[src/rtl/lgac_pkg.sv]
package lgac_pkg;

	// field widths
	localparam int POS_W      = 20;
	localparam int LEN_W      = 13;
	localparam int SPD_W      = 14;
	localparam int CMD_W      = 2;
	localparam int JAM_W      = 11;
	localparam int BRAKE_W    = 12;
	localparam int CFG_DATA_W = 12;
	localparam int CFG_IDX_W  = 1;

	// default lane table depth
	localparam int LGAC_LANE_SLOTS = 64;

	// gap arithmetic widths: twice the bumper gap, product, squared speed difference
	localparam int G2_W   = POS_W + 1;
	localparam int DV_W   = SPD_W + 1;
	localparam int PROD_W = G2_W + SPD_W;
	localparam int DV2_W  = 2 * SPD_W;

	// command codes
	localparam logic [CMD_W-1:0] CMD_CLEAR  = 2'd0;
	localparam logic [CMD_W-1:0] CMD_APPEND = 2'd1;
	localparam logic [CMD_W-1:0] CMD_QUERY  = 2'd2;
	localparam logic [CMD_W-1:0] CMD_NOP    = 2'd3;

	// register indexes
	localparam logic [CFG_IDX_W-1:0] REG_JAM_DISTANCE = 1'b0;
	localparam logic [CFG_IDX_W-1:0] REG_HARD_BRAKE   = 1'b1;

	// register reset values
	localparam logic [JAM_W-1:0]   JAM_RESET   = 11'd512;
	localparam logic [BRAKE_W-1:0] BRAKE_RESET = 12'd2048;

	// smallest margin used in the braking compare (one unit, doubled)
	localparam logic [G2_W-1:0] MIN_MARGIN = 21'd2;

	// one vehicle
	typedef struct packed {
		logic [POS_W-1:0] pos;
		logic [LEN_W-1:0] len;
		logic [SPD_W-1:0] spd;
	} lane_entry_t;

	// sequencer to gap unit
	typedef struct packed {
		logic start;
		logic newcomer_behind;
	} gap_ctrl_t;

	// gap unit to sequencer
	typedef struct packed {
		logic done;
		logic pass;
	} gap_stat_t;

endpackage

[src/rtl/lgac_gap_unit.sv]
module lgac_gap_unit (
	input  logic                          clk,
	input  logic                          arst_n,
	input  lgac_pkg::gap_ctrl_t           ctrl,
	input  lgac_pkg::lane_entry_t         table_entry,
	input  lgac_pkg::lane_entry_t         newcomer,
	input  logic [lgac_pkg::JAM_W-1:0]    jam_distance,
	input  logic [lgac_pkg::BRAKE_W-1:0]  hard_brake,
	output lgac_pkg::gap_stat_t           stat
);
	import lgac_pkg::*;

	typedef enum logic [4:0] {
		G_IDLE   = 5'b00001,
		G_MARGIN = 5'b00010,
		G_SQUARE = 5'b00100,
		G_BRAKE  = 5'b01000,
		G_CMP    = 5'b10000
	} gap_state_t;

	gap_state_t               state_q;
	lane_entry_t              front;
	lane_entry_t              rear;
	logic [LEN_W:0]           len_sum;
	logic signed [G2_W+1:0]   g2_raw;
	logic [G2_W-1:0]          g2_floor;
	logic signed [DV_W-1:0]   dv_raw;
	logic [G2_W-1:0]          g2_q;
	logic signed [DV_W-1:0]   dv_q;
	logic [G2_W-1:0]          jam2;
	logic [G2_W-1:0]          margin;
	logic                     jam_fail;
	logic                     closing;
	logic [G2_W-1:0]          m_q;
	logic [G2_W-1:0]          mul_a;
	logic [SPD_W-1:0]         mul_b;
	logic [PROD_W-1:0]        prod_w;
	logic [PROD_W-1:0]        prod_q;
	logic [DV2_W-1:0]         dv2_q;
	logic                     done_q;
	logic                     pass_q;

	// pick front and rear vehicle of the pair
	assign front = ctrl.newcomer_behind ? table_entry : newcomer;
	assign rear  = ctrl.newcomer_behind ? newcomer : table_entry;

	// twice the bumper gap, floored at zero, and the speed difference
	assign len_sum  = {1'b0, front.len} + {1'b0, rear.len};
	assign g2_raw   = $signed({2'b00, front.pos, 1'b0}) - $signed({2'b00, rear.pos, 1'b0})
	                - $signed({{(G2_W+1-LEN_W){1'b0}}, len_sum});
	assign g2_floor = g2_raw[G2_W+1] ? '0 : g2_raw[G2_W-1:0];
	assign dv_raw   = $signed({1'b0, rear.spd}) - $signed({1'b0, front.spd});

	// jam distance check and braking margin
	assign jam2     = {{(G2_W-JAM_W-1){1'b0}}, jam_distance, 1'b0};
	assign jam_fail = g2_q < jam2;
	assign closing  = !dv_q[DV_W-1] && (dv_q != '0);
	assign margin   = g2_q - jam2;

	// shared multiplier: squared speed difference, then brake times margin
	always_comb begin
		mul_a = '0;
		mul_b = '0;
		case (state_q)
			G_SQUARE: begin
				mul_a = {{(G2_W-SPD_W){1'b0}}, dv_q[SPD_W-1:0]};
				mul_b = dv_q[SPD_W-1:0];
			end
			G_BRAKE: begin
				mul_a = m_q;
				mul_b = {{(SPD_W-BRAKE_W){1'b0}}, hard_brake};
			end
			default: begin
				mul_a = '0;
				mul_b = '0;
			end
		endcase
	end

	assign prod_w = {{SPD_W{1'b0}}, mul_a} * {{G2_W{1'b0}}, mul_b};

	// check sequencer
	always_ff @(posedge clk or negedge arst_n) begin
		if (!arst_n) begin
			state_q <= G_IDLE;
			done_q  <= 1'b0;
			pass_q  <= 1'b0;
		end else begin
			done_q <= 1'b0;
			case (state_q)
				G_IDLE: begin
					if (ctrl.start) begin
						state_q <= G_MARGIN;
					end
				end
				G_MARGIN: begin
					if (jam_fail) begin
						done_q  <= 1'b1;
						pass_q  <= 1'b0;
						state_q <= G_IDLE;
					end else if (!closing) begin
						done_q  <= 1'b1;
						pass_q  <= 1'b1;
						state_q <= G_IDLE;
					end else begin
						state_q <= G_SQUARE;
					end
				end
				G_SQUARE: begin
					state_q <= G_BRAKE;
				end
				G_BRAKE: begin
					state_q <= G_CMP;
				end
				G_CMP: begin
					done_q  <= 1'b1;
					pass_q  <= {{(PROD_W-DV2_W){1'b0}}, dv2_q} <= prod_q;
					state_q <= G_IDLE;
				end
				default: begin
					state_q <= G_IDLE;
				end
			endcase
		end
	end

	// operand and product registers
	always_ff @(posedge clk) begin
		if (state_q == G_IDLE && ctrl.start) begin
			g2_q <= g2_floor;
			dv_q <= dv_raw;
		end
		if (state_q == G_MARGIN) begin
			m_q <= (margin < MIN_MARGIN) ? MIN_MARGIN : margin;
		end
		if (state_q == G_SQUARE || state_q == G_BRAKE) begin
			prod_q <= prod_w;
		end
		if (state_q == G_BRAKE) begin
			dv2_q <= prod_q[DV2_W-1:0];
		end
	end

	assign stat.done = done_q;
	assign stat.pass = pass_q;

endmodule

[config.mk]
export PLATFORM = sky130hd
export DESIGN_NAME = lgac_gap_unit
export DESIGN_NICKNAME = d
export VERILOG_FILES = /design/src/rtl/lgac_pkg.sv /design/src/rtl/lgac_gap_unit.sv
export SDC_FILE = /design/constraint.sdc
export NUM_CORES = 1
export LEC_CHECK = 0
export BUFFER_PORTS_ARGS = -buffer_cell sky130_fd_sc_hd__clkbuf_2
export CAP_MARGIN = 20
export CORE_MARGIN = 10
export CORE_UTILIZATION = 31
export DETAILED_ROUTE_END_ITERATION = 8
export HOLD_SLACK_MARGIN = 0.03
export SETUP_SLACK_MARGIN = 0.1
export SYNTH_ARGS = -nofsm -noshare
export SYNTH_HDL_FRONTEND = slang
export SYNTH_SLANG_ARGS = --single-unit
[constraint.sdc]
create_clock -name clk -period 8.9 [get_ports clk]
set_input_delay 0.89 -clock clk [delete_from_list [all_inputs] [get_ports clk]]
set_output_delay 0.89 -clock clk [all_outputs]
set_load 0.02 [all_outputs]
==> results.sh <==
export IMPL_final_util_pct=34.86
export IMPL_synth_async_reset_ratio_pct=5.512
export IMPL_critPathSlowestCell="and3_2"
export IMPL_ctsHoldBuffers=0
export IMPL_pin_count=123
export IMPL_leakagePower_nw=9.769
export IMPL_p_seq_share_pct=33.4
export IMPL_worst_slack_ps=556.7
export IMPL_startpoint_type="flop"
export IMPL_htree_levels=4
export IMPL_arrival_ps=8510
export IMPL_syn_cell_area_mm2=0.01895
export IMPL_required_ps=9070
export IMPL_status="finished clean"
export IMPL_fin_crit_ps=8343
export IMPL_slew_headroom_pct=25.60
export IMPL_grt_pass1_vias=15130
export IMPL_synth_enable_flop_cells=120
export IMPL_ys_flop_type="edfxtp_1"
export IMPL_p_clk_share_pct=26.2
export IMPL_p_switching_mw=0.9280
export IMPL_worstMarginPinSlew_ps=1116
export IMPL_clk_latency_ps=430
export IMPL_dpl_hpwl_mm=43.83
export IMPL_critPathKind="reg -> reg"
export IMPL_cp_slowest_stage_delay_ps=700
export IMPL_firstDrtPassIters=5
export IMPL_skew_ps=13.07
export IMPL_antennaDiodeCount=0
export IMPL_ctsResizeCount=0
export IMPL_drive_gt1_share_pct=13.61
export IMPL_netlist_area_leader_share_pct=24.30
export IMPL_vias=14350
export IMPL_syn_avg_cell_area_um2=9.380
export IMPL_cts_tree="done"
export IMPL_gp_congestion=0.9430
export IMPL_hold_path_class="in -> async"
export IMPL_drt_iter0_markers=803
export IMPL_synth_area_leaders="fa_1 (24%), edfxtp_1 (19%), ha_1 (13%)"
export IMPL_total_power_mw=2.538
export IMPL_max_freq_mhz=119.9
export IMPL_syn_to_final_growth_pct=11.26
export IMPL_path_buf_inv=4
export IMPL_maxCapViolCount=0
export IMPL_yosysSeqAreaShare_pct=19.95
export IMPL_track_usage_pct=14.58
export IMPL_critical_path_top_delay_family="adder cells"
export IMPL_critPathMostFrequentCell="fa_1"
export IMPL_p_int_mw=1.610
export IMPL_wl_per_cell_um=17.65
export IMPL_pre_cts_ws_ps=367.7
export IMPL_power_density_mw_per_mm2=120.4
export IMPL_ir_worst_vdd_v=0.0001143
export IMPL_synth_cell_types=86
export IMPL_dieArea_mm2=0.07141
export IMPL_rows=90
export IMPL_fill_cells=6164
export IMPL_setup_tns_final_ps=0
export IMPL_antenna_found_initial=0
export IMPL_postCtsSetupBuffers=0
export IMPL_netlist_instances=2020
export IMPL_netlist_top_cell_by_area="fa_1"
export IMPL_swShare_pct=36.57
export IMPL_port_buffers=122
export IMPL_combinationalPowerShare_pct=40.4
export IMPL_die_w_um=267.2
export IMPL_path_clk_slew_ps=60
export IMPL_start_util_pct=31.33
export IMPL_drt_wl_total_mm=51.66
export IMPL_drc=0
export IMPL_synth_seq_cells=127
export IMPL_die_y_um=267.2
export IMPL_fin_nets=2680
export IMPL_cp_max_fo=38
export IMPL_drv_slew=0
export IMPL_endpoint_kind="flop"
export IMPL_grt_max_degree=55
export IMPL_core_mm2=0.06047
export IMPL_ys_warn_count=0
export IMPL_clock_sinks=127
export IMPL_gr_total_overflow=0
export IMPL_setup_viol=0
export IMPL_timing_final_crit_share_pct=93.75
export IMPL_grt_pass1_wl_mm=82.10
export IMPL_viasPerCell=4.902
export IMPL_clockRootBuffer="clkbuf_16"
export IMPL_rsz0062_at_grt="false"
export IMPL_max_clock_path_buffers=2
export IMPL_numCtsBuffers=17
export IMPL_hold_viol_final=0
export IMPL_antenna_left=0
## cell usage after synthesis (18+ instances only)
master,n
inv_1,319
fa_1,230
nand2_1,206
nor2_1,203
ha_1,197
edfxtp_1,120
a21oi_1,66
mux2_2,59
clkbuf_1,54
xnor2_1,54
a21o_1,48
xor2_1,37
mux2i_1,34
o21ai_0,32
a22o_1,25
nor3_1,25
a22oi_1,21
nand3_1,21
nor2b_1,19
o21a_1,18
## logic make-up (layout without fill, tap and decap cells)
group / after synthesis / after routing / share of synthesized area [%]
XOR/XNOR: 91 / 91 / 4.207
flip-flops: 127 / 127 / 19.95
buffers and inverters: 388 / 500 / 7.819
adder cells (fa/ha/maj): 427 / 427 / 37.31
other: 2 / 14 / 0.03964
AND/OR/NAND/NOR: 586 / 587 / 13.92
multiplexers: 93 / 93 / 5.303
AO/OA/AOI/OAI: 306 / 306 / 11.45
## placed cells by master (no fill, tap or decap), drive strengths merged, types with 34 or more instances in the layout
master	netlist	routed
a21o	49	49
a21oi	76	76
clkbuf	54	139
edfxtp	120	120
fa	230	230
ha	197	197
inv	319	323
mux2	59	59
mux2i	34	34
nand2	206	206
nor2	219	219
o21ai	42	42
xnor2	54	54
xor2	37	37
## layer usage
layer	share of wire, %	track usage (%)	wire length [um]	up-vias
met3	5.6	2.962	2891	56
met5	0	0	0	-
met4	2.1	3.961	1089	0
li1	-	-	-	6928
met1	44	18.48	22850	7027
met2	48	24.79	24830	338
## path summary, 6_finish.rpt
kind / endpoint / startpoint / slack, ps / cells past startpoint
min in group clk: dv2_q[10] / prod_q[10] / 440 / 0
max in group asynchronous: state_q[0] / arst_n / 8290 / 1
worst max register to register: prod_q[33] / state_q[1] / 560 / 25
worst min-delay path: done_q / arst_n / 320 / 1
worst min register to register: dv2_q[10] / prod_q[10] / 440 / 0
worst max-delay path: prod_q[33] / state_q[1] / 560 / 25
## registers in the layout (all words and copies together) (netlist names)
signal	cells
done_q	1
dv2_q	28
prod_q	35
pass_q	1
dv_q	15
m_q	21
g2_q	21
state_q	5
## power by group through the flow
stage | sequential [mW] | clock, mW | combinational (mW)
floorplan | 0.837 | 0 | 0.805
global placement | 0.856 | 0 | 1.00
detailed placement | 0.859 | 0 | 1.02
CTS | 0.847 | 0.684 | 1.03
global route | 0.857 | 0.708 | 1.15
finish | 0.848 | 0.664 | 1.03
## per-stage QoR
stage | hold WS (ps) | instance area (um^2) | instances
after floorplan | 426.4 | 18990 | 2032
after global placement | 434.3 | 20510 | 2894
after detailed placement | 434.0 | 20510 | 2894
after CTS | 320.6 | 21070 | 2926
after global routing | 316.7 | 21080 | 2927
final | 322.7 | 21080 | 2927
## worst reg2reg max path, delay by kind of cell, from the launching register on
kind	cells	cell delay, ps
AO/OA/AOI/OAI	9	2220
adder cells (fa/ha/maj)	7	3540
AND/OR/NAND/NOR	4	1230
flip-flops	1	420
XOR/XNOR	1	160
buffers and inverters	4	520
## area by class of cell
class,instances,area [um^2],share of cell area [%]
Clock buffer,18,429.2,2.036
Clock inverter,14,133.9,0.6351
Inverter,320,1201,5.698
Multi-Input combinational cell,1518,13750,65.22
Sequential cell,127,3780,17.93
Tap cell,782,978.4,4.642
Timing Repair Buffer,148,808.3,3.834
Power figures use the tool's default switching activity.
